$ cat src/hdl/ras_pkg.sv
// shared constants, types, arithmetic helpers and microcode table of the roessler step block
package ras_pkg;

   localparam int VALUE_WIDTH = 32;
   localparam int FRAC_BITS   = 24;
   localparam int PROD_WIDTH  = 2 * VALUE_WIDTH;
   localparam int STEP_WIDTH  = 4;
   localparam int CSR_ADDR_WIDTH = 4;

   typedef logic signed [VALUE_WIDTH-1:0] value_type;
   typedef logic signed [PROD_WIDTH-1:0]  prod_type;
   typedef logic [STEP_WIDTH-1:0]         step_type;

   localparam value_type VMAX = {1'b0, {(VALUE_WIDTH-1){1'b1}}};
   localparam value_type VMIN = {1'b1, {(VALUE_WIDTH-1){1'b0}}};

   // reset values, Q8.24
   localparam value_type COEF_A_RESET    = 32'sd335544;
   localparam value_type COEF_B_RESET    = 32'sd335544;
   localparam value_type COEF_C_RESET    = 32'sd95630131;
   localparam value_type TIME_STEP_RESET = 32'sd838861;
   localparam value_type POINT_RESET     = 32'sd167772;

   // register indexes
   localparam logic [1:0] REG_COEF_A    = 2'd0;
   localparam logic [1:0] REG_COEF_B    = 2'd1;
   localparam logic [1:0] REG_COEF_C    = 2'd2;
   localparam logic [1:0] REG_TIME_STEP = 2'd3;

   // alu operations
   localparam logic [1:0] OP_NOP = 2'd0;
   localparam logic [1:0] OP_MUL = 2'd1;
   localparam logic [1:0] OP_ADD = 2'd2;
   localparam logic [1:0] OP_NEG = 2'd3;

   // operand sources
   localparam logic [3:0] SRC_ZERO = 4'd0;
   localparam logic [3:0] SRC_X    = 4'd1;
   localparam logic [3:0] SRC_Y    = 4'd2;
   localparam logic [3:0] SRC_Z    = 4'd3;
   localparam logic [3:0] SRC_A    = 4'd4;
   localparam logic [3:0] SRC_B    = 4'd5;
   localparam logic [3:0] SRC_C    = 4'd6;
   localparam logic [3:0] SRC_H    = 4'd7;
   localparam logic [3:0] SRC_T0   = 4'd8;
   localparam logic [3:0] SRC_T1   = 4'd9;
   localparam logic [3:0] SRC_T2   = 4'd10;
   localparam logic [3:0] SRC_P    = 4'd11;

   // destinations
   localparam logic [2:0] DST_NONE = 3'd0;
   localparam logic [2:0] DST_X    = 3'd1;
   localparam logic [2:0] DST_Y    = 3'd2;
   localparam logic [2:0] DST_Z    = 3'd3;
   localparam logic [2:0] DST_T0   = 3'd4;
   localparam logic [2:0] DST_T1   = 3'd5;
   localparam logic [2:0] DST_T2   = 3'd6;

   // jump conditions: jump to target when true, else fall through
   localparam logic [1:0] JC_NEVER    = 2'd0;
   localparam logic [1:0] JC_NO_START = 2'd1;
   localparam logic [1:0] JC_OUT_BUSY = 2'd2;

   typedef struct packed {
      logic [1:0] alu_op;
      logic [3:0] src_a;
      logic [3:0] src_b;
      logic [2:0] dst;
      logic [1:0] cond;
      step_type   target;
      logic       emit;
   } ctrl_word_type;

   typedef struct packed {
      value_type coef_a;
      value_type coef_b;
      value_type coef_c;
      value_type time_step;
   } coef_set_type;

   function automatic value_type sat_wide(input logic signed [VALUE_WIDTH:0] v);
      value_type r;
      if (v > $signed({VMAX[VALUE_WIDTH-1], VMAX})) r = VMAX;
      else if (v < $signed({VMIN[VALUE_WIDTH-1], VMIN})) r = VMIN;
      else r = v[VALUE_WIDTH-1:0];
      return r;
   endfunction

   function automatic value_type sat_add(input value_type a, input value_type b);
      logic signed [VALUE_WIDTH:0] s;
      s = {a[VALUE_WIDTH-1], a} + {b[VALUE_WIDTH-1], b};
      return sat_wide(s);
   endfunction

   function automatic value_type sat_neg(input value_type a);
      logic signed [VALUE_WIDTH:0] s;
      s = -{a[VALUE_WIDTH-1], a};
      return sat_wide(s);
   endfunction

   // floor(p / 2^FRAC_BITS), clamped
   function automatic value_type sat_prod(input prod_type p);
      prod_type q;
      value_type r;
      q = p >>> FRAC_BITS;
      if (q > prod_type'(VMAX)) r = VMAX;
      else if (q < prod_type'(VMIN)) r = VMIN;
      else r = q[VALUE_WIDTH-1:0];
      return r;
   endfunction

   // microcode: t1 = dy, t0 = dx, t2 = dz, then x, y, z += h * d
   function automatic ctrl_word_type ucode_rom(input step_type step);
      ctrl_word_type w;
      w = '{alu_op: OP_NOP, src_a: SRC_ZERO, src_b: SRC_ZERO, dst: DST_NONE,
            cond: JC_NEVER, target: '0, emit: 1'b0};
      case (step)
         4'd0: begin
            w.cond   = JC_NO_START;
            w.target = 4'd0;
         end
         4'd1: begin
            w.alu_op = OP_MUL; w.src_a = SRC_A; w.src_b = SRC_Y;
         end
         4'd2: begin
            w.alu_op = OP_ADD; w.src_a = SRC_X; w.src_b = SRC_P; w.dst = DST_T1;
         end
         4'd3: begin
            w.alu_op = OP_ADD; w.src_a = SRC_Y; w.src_b = SRC_Z; w.dst = DST_T0;
         end
         4'd4: begin
            w.alu_op = OP_NEG; w.src_a = SRC_T0; w.dst = DST_T0;
         end
         4'd5: begin
            w.alu_op = OP_NEG; w.src_a = SRC_C; w.dst = DST_T2;
         end
         4'd6: begin
            w.alu_op = OP_ADD; w.src_a = SRC_X; w.src_b = SRC_T2; w.dst = DST_T2;
         end
         4'd7: begin
            w.alu_op = OP_MUL; w.src_a = SRC_Z; w.src_b = SRC_T2;
         end
         4'd8: begin
            w.alu_op = OP_ADD; w.src_a = SRC_B; w.src_b = SRC_P; w.dst = DST_T2;
         end
         4'd9: begin
            w.alu_op = OP_MUL; w.src_a = SRC_H; w.src_b = SRC_T0;
         end
         4'd10: begin
            w.alu_op = OP_ADD; w.src_a = SRC_X; w.src_b = SRC_P; w.dst = DST_X;
         end
         4'd11: begin
            w.alu_op = OP_MUL; w.src_a = SRC_H; w.src_b = SRC_T1;
         end
         4'd12: begin
            w.alu_op = OP_ADD; w.src_a = SRC_Y; w.src_b = SRC_P; w.dst = DST_Y;
         end
         4'd13: begin
            w.alu_op = OP_MUL; w.src_a = SRC_H; w.src_b = SRC_T2;
         end
         4'd14: begin
            w.alu_op = OP_ADD; w.src_a = SRC_Z; w.src_b = SRC_P; w.dst = DST_Z;
         end
         4'd15: begin
            w.emit   = 1'b1;
            w.cond   = JC_OUT_BUSY;
            w.target = 4'd15;
         end
         default: begin
            w.cond = JC_NEVER;
         end
      endcase
      return w;
   endfunction

endpackage

$ cat src/hdl/ras_csr.sv
// apb register block for the attractor coefficients
module ras_csr
   import ras_pkg::*;
(
   input  logic                      clock,
   input  logic                      reset,
   input  logic                      csr_psel,
   input  logic                      csr_penable,
   input  logic                      csr_pwrite,
   input  logic [CSR_ADDR_WIDTH-1:0] csr_paddr,
   input  logic [31:0]               csr_pwdata,
   output logic [31:0]               csr_prdata,
   output logic                      csr_pready,
   output coef_set_type              coefs
);

   coef_set_type coefs_ff, coefs_in;
   logic         wr_en;
   logic [1:0]   reg_idx;

   assign csr_pready = 1'b1;
   assign wr_en      = csr_psel && csr_penable && csr_pwrite;
   assign reg_idx    = csr_paddr[3:2];

   always_comb begin
      coefs_in = coefs_ff;
      if (wr_en) begin
         case (reg_idx)
            REG_COEF_A:    coefs_in.coef_a    = csr_pwdata;
            REG_COEF_B:    coefs_in.coef_b    = csr_pwdata;
            REG_COEF_C:    coefs_in.coef_c    = csr_pwdata;
            REG_TIME_STEP: coefs_in.time_step = csr_pwdata;
            default:       coefs_in = coefs_ff;
         endcase
      end
   end

   always_ff @(posedge clock) begin
      if (reset) begin
         coefs_ff <= '{coef_a: COEF_A_RESET, coef_b: COEF_B_RESET,
                       coef_c: COEF_C_RESET, time_step: TIME_STEP_RESET};
      end else begin
         coefs_ff <= coefs_in;
      end
   end

   always_comb begin
      case (reg_idx)
         REG_COEF_A:    csr_prdata = coefs_ff.coef_a;
         REG_COEF_B:    csr_prdata = coefs_ff.coef_b;
         REG_COEF_C:    csr_prdata = coefs_ff.coef_c;
         REG_TIME_STEP: csr_prdata = coefs_ff.time_step;
         default:       csr_prdata = '0;
      endcase
   end

   assign coefs = coefs_ff;

endmodule

$ cat src/hdl/ras_sequencer.sv
// step counter and microcode rom with conditional jumps
module ras_sequencer
   import ras_pkg::*;
(
   input  logic          clock,
   input  logic          reset,
   input  logic          start,
   input  logic          out_busy,
   output ctrl_word_type ctrl
);

   step_type step_ff, step_in;
   logic     take_jump;

   assign ctrl = ucode_rom(step_ff);

   always_comb begin
      case (ctrl.cond)
         JC_NEVER:    take_jump = 1'b0;
         JC_NO_START: take_jump = !start;
         JC_OUT_BUSY: take_jump = out_busy;
         default:     take_jump = 1'b0;
      endcase
      // last step falls through to zero by wrap
      step_in = take_jump ? ctrl.target : step_ff + 1'b1;
   end

   always_ff @(posedge clock) begin
      if (reset) begin
         step_ff <= '0;
      end else begin
         step_ff <= step_in;
      end
   end

endmodule

$ cat src/hdl/ras_datapath.sv
// point and scratch registers, shared multiplier and saturating adder
module ras_datapath
   import ras_pkg::*;
(
   input  logic          clock,
   input  logic          reset,
   input  ctrl_word_type ctrl,
   input  coef_set_type  coefs,
   output value_type     point_x,
   output value_type     point_y,
   output value_type     point_z
);

   value_type x_ff, y_ff, z_ff, x_in, y_in, z_in;
   value_type t0_ff, t1_ff, t2_ff, t0_in, t1_in, t2_in;
   prod_type  prod_ff, prod_in;
   value_type prod_sat;
   value_type opnd_a, opnd_b, alu_out;

   function automatic value_type pick(input logic [3:0] sel, input value_type x,
                                      input value_type y, input value_type z,
                                      input coef_set_type c, input value_type t0,
                                      input value_type t1, input value_type t2,
                                      input value_type p);
      value_type r;
      case (sel)
         SRC_ZERO: r = '0;
         SRC_X:    r = x;
         SRC_Y:    r = y;
         SRC_Z:    r = z;
         SRC_A:    r = c.coef_a;
         SRC_B:    r = c.coef_b;
         SRC_C:    r = c.coef_c;
         SRC_H:    r = c.time_step;
         SRC_T0:   r = t0;
         SRC_T1:   r = t1;
         SRC_T2:   r = t2;
         SRC_P:    r = p;
         default:  r = '0;
      endcase
      return r;
   endfunction

   assign prod_sat = sat_prod(prod_ff);
   assign opnd_a = pick(ctrl.src_a, x_ff, y_ff, z_ff, coefs, t0_ff, t1_ff, t2_ff, prod_sat);
   assign opnd_b = pick(ctrl.src_b, x_ff, y_ff, z_ff, coefs, t0_ff, t1_ff, t2_ff, prod_sat);

   always_comb begin
      prod_in = prod_ff;
      case (ctrl.alu_op)
         OP_MUL: begin
            prod_in = prod_type'(opnd_a) * prod_type'(opnd_b);
            alu_out = '0;
         end
         OP_ADD:  alu_out = sat_add(opnd_a, opnd_b);
         OP_NEG:  alu_out = sat_neg(opnd_a);
         default: alu_out = '0;
      endcase
   end

   always_comb begin
      x_in  = x_ff;
      y_in  = y_ff;
      z_in  = z_ff;
      t0_in = t0_ff;
      t1_in = t1_ff;
      t2_in = t2_ff;
      case (ctrl.dst)
         DST_X:   x_in  = alu_out;
         DST_Y:   y_in  = alu_out;
         DST_Z:   z_in  = alu_out;
         DST_T0:  t0_in = alu_out;
         DST_T1:  t1_in = alu_out;
         DST_T2:  t2_in = alu_out;
         default: x_in  = x_ff;
      endcase
   end

   always_ff @(posedge clock) begin
      if (reset) begin
         x_ff <= POINT_RESET;
         y_ff <= POINT_RESET;
         z_ff <= POINT_RESET;
      end else begin
         x_ff <= x_in;
         y_ff <= y_in;
         z_ff <= z_in;
      end
   end

   always_ff @(posedge clock) begin
      t0_ff   <= t0_in;
      t1_ff   <= t1_in;
      t2_ff   <= t2_in;
      prod_ff <= prod_in;
   end

   assign point_x = x_ff;
   assign point_y = y_ff;
   assign point_z = z_ff;

endmodule

$ cat src/hdl/roessler_attractor_step_top.sv
// top level of the roessler attractor euler step block
//
//   channel   dir   handshake              payload
//   req       in    req_tvalid/req_tready   tdata[0] advance, tdata[7:1] zero
//   rsp       out   rsp_tvalid/rsp_tready   tdata[31:0] new_x, [63:32] new_y, [95:64] new_z
//   csr       in    apb psel/penable        coef_a 0x0, coef_b 0x4, coef_c 0x8, time_step 0xc
//
// a tick runs through one idle step, 14 microcode steps through the one shared
// multiplier and saturating adder, and an emit step that wraps back to idle.
// req_tready is high only in the idle step; a beat with advance low is dropped.
// the emit step holds while the result register is still full.
// synchronous reset restores the coefficients and sets the point to 0.01 per axis.
module roessler_attractor_step_top
   import ras_pkg::*;
(
   input  logic                      clock,
   input  logic                      reset,
   input  logic                      req_tvalid,
   output logic                      req_tready,
   input  logic [7:0]                req_tdata,   // advance
   output logic                      rsp_tvalid,
   input  logic                      rsp_tready,
   output logic [3*VALUE_WIDTH-1:0]  rsp_tdata,   // new_x, new_y, new_z
   input  logic                      csr_psel,
   input  logic                      csr_penable,
   input  logic                      csr_pwrite,
   input  logic [CSR_ADDR_WIDTH-1:0] csr_paddr,
   input  logic [31:0]               csr_pwdata,
   output logic [31:0]               csr_prdata,
   output logic                      csr_pready
);

   coef_set_type  coefs;
   ctrl_word_type ctrl;
   value_type     point_x, point_y, point_z;
   logic          start, out_busy, load_out;
   logic          rsp_valid_ff, rsp_valid_in;
   logic [3*VALUE_WIDTH-1:0] rsp_data_ff;

   assign req_tready = (ctrl.cond == JC_NO_START);
   assign start      = req_tvalid && req_tready && req_tdata[0];
   assign out_busy   = rsp_valid_ff && !rsp_tready;
   assign load_out   = ctrl.emit && !out_busy;

   ras_csr u_csr (
      .clock       (clock),
      .reset       (reset),
      .csr_psel    (csr_psel),
      .csr_penable (csr_penable),
      .csr_pwrite  (csr_pwrite),
      .csr_paddr   (csr_paddr),
      .csr_pwdata  (csr_pwdata),
      .csr_prdata  (csr_prdata),
      .csr_pready  (csr_pready),
      .coefs       (coefs)
   );

   ras_sequencer u_seq (
      .clock    (clock),
      .reset    (reset),
      .start    (start),
      .out_busy (out_busy),
      .ctrl     (ctrl)
   );

   ras_datapath u_dp (
      .clock   (clock),
      .reset   (reset),
      .ctrl    (ctrl),
      .coefs   (coefs),
      .point_x (point_x),
      .point_y (point_y),
      .point_z (point_z)
   );

   always_comb begin
      rsp_valid_in = rsp_valid_ff;
      if (load_out) begin
         rsp_valid_in = 1'b1;
      end else if (rsp_tready) begin
         rsp_valid_in = 1'b0;
      end
   end

   always_ff @(posedge clock) begin
      if (reset) begin
         rsp_valid_ff <= 1'b0;
      end else begin
         rsp_valid_ff <= rsp_valid_in;
      end
   end

   always_ff @(posedge clock) begin
      if (load_out) begin
         rsp_data_ff <= {point_z, point_y, point_x};
      end
   end

   assign rsp_tvalid = rsp_valid_ff;
   assign rsp_tdata  = rsp_data_ff;

endmodule

$ cat config.mk
export PLATFORM = sky130hd
export DESIGN_NAME = roessler_attractor_step_top
export DESIGN_NICKNAME = d
export VERILOG_FILES = /design/src/hdl/ras_pkg.sv /design/src/hdl/ras_csr.sv /design/src/hdl/ras_sequencer.sv /design/src/hdl/ras_datapath.sv /design/src/hdl/roessler_attractor_step_top.sv
export SDC_FILE = /design/constraint.sdc
export NUM_CORES = 2
export LEC_CHECK = 0
export BUFFER_PORTS_ARGS = -buffer_cell sky130_fd_sc_hd__buf_2
export CORE_AREA = 10 10 329 331
export DETAILED_ROUTE_END_ITERATION = 8
export DIE_AREA = 0 0 339 341
export PLACE_DENSITY = 0.79
export REMOVE_ABC_BUFFERS = 1
export SETUP_SLACK_MARGIN = 0.05
export SYNTH_ARGS = -nofsm -noshare
export SYNTH_HDL_FRONTEND = slang
export SYNTH_HIERARCHICAL = 1
export SYNTH_SLANG_ARGS = --single-unit
$ cat constraint.sdc
create_clock -name clock -period 19.9 [get_ports clock]
set_input_delay 0.995 -clock clock [delete_from_list [all_inputs] [get_ports clock]]
set_output_delay 0.995 -clock clock [all_outputs]
set_load 0.02 [all_outputs]
After elaboration in Yosys (flattened, before gate mapping)
Index checks and enable logic that the tools add are counted.

Add/subtract/negate cells: 3. Multiply operators: 1. Order comparisons: 6. Equality and inequality tests: 51. Muxes and demuxes: 19. Reductions and logical operators: 23.

Operators with widths (number): $pmux 32 s11 (2); $mux 32 (6); $pmux 32 s4 (1); $gt 33x32->1 const B (2); $lt 33x32->1 const B (2); $eq 4x4->1 const B (16); $mul 32x32->64 (1); $pmux 32 s2 (1); $pmux 6 s9 (1); $eq 4x3->1 const B (12); $gt 40x32->1 const B (1); $lt 40x32->1 const B (1); $add 32x32->33 (1); $neg 33->33 (1); $eq 4x2->1 const B (6); $pmux 4 s6 (1); $pmux 3 s6 (1); $eq 4x1->1 const B (3); $pmux 6 s2 (1); $reduce_or 3->1 (4); $eq 2x2->1 const B (5); $eq 3x3->1 const B (3); $reduce_and 2->1 (4); $eq 2x1->1 const B (3); 13 further kinds (24).

Register bits: 485. Bits of input ports: 51. Output and inout bits: 131. Word-level logic and storage cells: 117.

Longest topological paths before layout
Depth after elaboration: 10. Depth in mapped cells: 48. Mapped depth without buffers: 43.

Hierarchy
The synthesis kept the hierarchy.

Modules (own cells, without submodules): ras_datapath (instances 1, cells each 5740, area each 50891.3 um^2, seq. area each 6005.8 um^2); ras_csr (instances 1, cells each 546, area each 5935.7 um^2, seq. area each 2562.5 um^2); roessler_attractor_step_top (instances 1, cells each 102, area each 2952.8 um^2, seq. area each 2902.8 um^2); ras_sequencer (instances 1, cells each 89, area each 633.1 um^2, seq. area each 80.1 um^2).

Least setup slack after synthesis
Ideal clock, no wire load.

Path type: reg-to-reg. Start: reg u_seq.step_ff[0]. End: reg u_dp.prod_ff[50], data pin. Setup time: 0.265 ns. Data arrival time: 10.374 ns. Data required time: 19.635 ns. Setup slack: 9.261 ns. Cell stages (with the launch flop): 41. Path buffers: 9. Clock period less this slack: 10.639 ns. Path through: dfxtp_1 > inv_1 > ha_1 > buf_2 > o31ai_1 > a21oi_1 > buf_2 > buf_4 > buf_6 > or2_1 > a21o_1 > buf_1 > clkbuf_1 > clkbuf_1 > o21ai_0 > clkbuf_1 > clkbuf_1 > nor2_1 > [5 not listed] > fa_1 > inv_1 > fa_1 > inv_1 > fa_1 > fa_1 > fa_1 > ha_1 > nand4_1 > or4_1 > a211o_1 > o31a_1 > o21ai_0 > a21oi_1 > o311a_1 > o31a_1 > o21ai_0 > xor2_1.

RTL lines: from (decl) (line ras_sequencer.sv:12) `step_type step_ff, step_in;`; from (signal assigned) (line ras_sequencer.sv:32) `step_ff <= step_in;`; to (signal assigned) (line ras_datapath.sv:95) `prod_ff <= prod_in;`; to (decl) (line ras_datapath.sv:16) `prod_type prod_ff, prod_in;`.

==> results.toml <==
[sta]
clock_skew_ns = 0.0170
period_needed_ns = 13.85
worst_pin_slew_ns = 5.85
clock.fmax_ghz = 0.0722
finalHoldViolCount = 0
setup_viol = 0
report.final.slew_viol_count = 124
rsz0062_at_grt = "no"
totalNegativeSetupSlack_ns = 0
fin_crit_sh = 0.696
slew_headroom = -2.93

[worst_setup_path]
slowest_delay_ns = 0.71
cpMostUsedCell = "fa_1"
worstPathRequired_ns = 20.22
cp.depth = 42
cp_top_family = "adder cells"
crit_type = "reg -> reg"
worstPathMaxFanout = 51
slowest_stage = "inv_1"
cp-end-kind = "flop"
critical_path.startpoint_type = "flop"
crit_arrival_ns = 14.17
worst_r2r_path_depth = 42
critPathBufInv = 10

[cts]
insertion_delay_ns = 0.58
max-clock-path-buffers = 3
path_clk_slew_ns = 0.07
ctsHoldBuffers = 0
ctsResizeCount = 0
cts.root.buffer_cell = "clkbuf_16"
clock-sinks = 461
htreeDepth = 2
cts_setup_buffers = 0
numCtsBuffers = 41
cts_tree = "done"

[yosys]
synthCells = 6473
ys_warn_count = 6
synth_area_mm2 = 0.0604
syn_area_per_cell_um2 = 9.33

[worst_hold_path]
hold_path.class = "reg -> reg"
whs_path_depth = 0

[drt]
drtPass1Iterations = 7
via_per_inst = 6.46
drc = 0
wl_um = 217000
ant_nets = 0
avgRoutedWirePerCell_um = 27.7
drt_iter0_markers = 7385
routed-via-count = 50700

[floorplanning]
die_w_um = 339
fp.coreArea_mm2 = 0.101
ios = 182
dieArea_mm2 = 0.116
initial_utilization = 0.595
die_h_um = 341
rows = 117

[placed_design]
hpwl_um = 157000
io_buffers = 171
placed_cell_area_mm2 = 0.0626
gp_routability_congestion = 1.02

[layout]
layout.nets = 7795
nFillCells = 8296
final_area_mm2 = 0.0640
area_growth_pct = 6.00
drive_above_1_share = 0.0790

[run]
cap_violations = 0

[global_route]
grt_pass1_wl_um = 323000
grt_pass1_vias = 51900
grt_max_degree = 118
gr-usage-all-layers = 0.370
antenna_found_initial = 6
grt-ovfl-total = 0

[run_status]
status = "complete, but fails checks"
violations = "max-slew violations"
-- path summary, 6_finish.rpt --
| check | start | end | slack (ns) |
|---|---|---|---|
| worst max-delay path | u_seq/step_ff[0] | u_dp/prod_ff[54] | 6.05 |
| worst min-delay path | u_dp/point_z[0] | rsp_tdata[64] | 0.50 |
| worst max register to register | u_seq/step_ff[0] | u_dp/prod_ff[54] | 6.05 |
| worst min register to register | u_dp/point_z[0] | rsp_tdata[64] | 0.50 |
-- per-stage QoR --
stage          cells   util  hold slack [ns]  setup slack (ns)
6_report        7837  0.631            0.497              6.05
5_1_grt         7836  0.631            0.508              5.79
4_1_cts         7835  0.631            0.493              6.53
3_5_place_dp    7759  0.617            0.478              6.56
3_3_place_gp    7759  0.617            0.478              6.73
2_1_floorplan   6083      -            0.445              3.97
-- worst register-to-register path, delay by kind of cell, from the launching register on --
| family | cells | cell delay [ns] |
|---|---|---|
| buffers and inverters | 10 | 2.86 |
| AOI/OAI and AO/OA | 14 | 3.87 |
| DFF | 1 | 0.45 |
| xor gates and xnor gates | 1 | 0.10 |
| and+or+nand+nor | 7 | 1.51 |
| adders and majority gates | 10 | 4.81 |
-- sequential cells by signal, indices dropped and copies added (netlist names) --
| name | cells |
|---|---|
| u_csr/coefs | 128 |
| u_seq/step_ff | 4 |
| u_dp/prod_ff | 40 |
| rsp_tvalid | 1 |
| rsp_tdata | 96 |
| u_dp/t1_ff | 32 |
| u_dp/point_x | 32 |
| u_dp/t0_ff | 32 |
| u_dp/point_z | 32 |
| u_dp/point_y | 32 |
| u_dp/t2_ff | 32 |
-- layer usage --
metal / wire length, um / up-vias / share of wire / track usage
met5: 43 / - / 0.00020 / 0
met4: 18100 / 6 / 0.084 / 0.237
met1: 73600 / 24900 / 0.34 / 0.455
met2: 93100 / 4043 / 0.43 / 0.563
met3: 32100 / 1109 / 0.15 / 0.118
li1: - / 20600 / - / -
-- placed cells by master (no fill, tap or decap), types with 26 or more instances in the layout --
cell          n
mux4_2       35
ha_1        225
nor3_1       44
inv_1      1116
o22ai_1      33
nand2b_1    122
a221oi_1     30
buf_4       137
nor2b_1      37
a22oi_1     168
a31oi_1      47
and2_1       35
a21oi_1     154
xor2_1       26
clkbuf_16    44
nor2_1      703
nand2_1     741
dfxtp_1     229
a211oi_1     26
edfxtp_1    232
a21o_1       65
buf_2       170
o21ai_0     141
fa_1       1082
a311oi_1     60
mux2i_1     154
xnor2_1      76
nand3_1      92
-- area by class of cell --
class / count / area, um2 / area share
inverter: 1142 / 4290 / 0.0670
timing repair buffer: 308 / 1890 / 0.0295
antenna: 2 / 5.00 / 0.0000782
tap: 1368 / 1710 / 0.0267
multi-input combinational: 4480 / 43100 / 0.674
sequential: 461 / 11600 / 0.180
clock buffer: 52 / 1150 / 0.0180
clock inverter: 24 / 279 / 0.00436
Power is not shown: default switching activity piles up to over one toggle a cycle in this logic, so the estimate is an artifact.
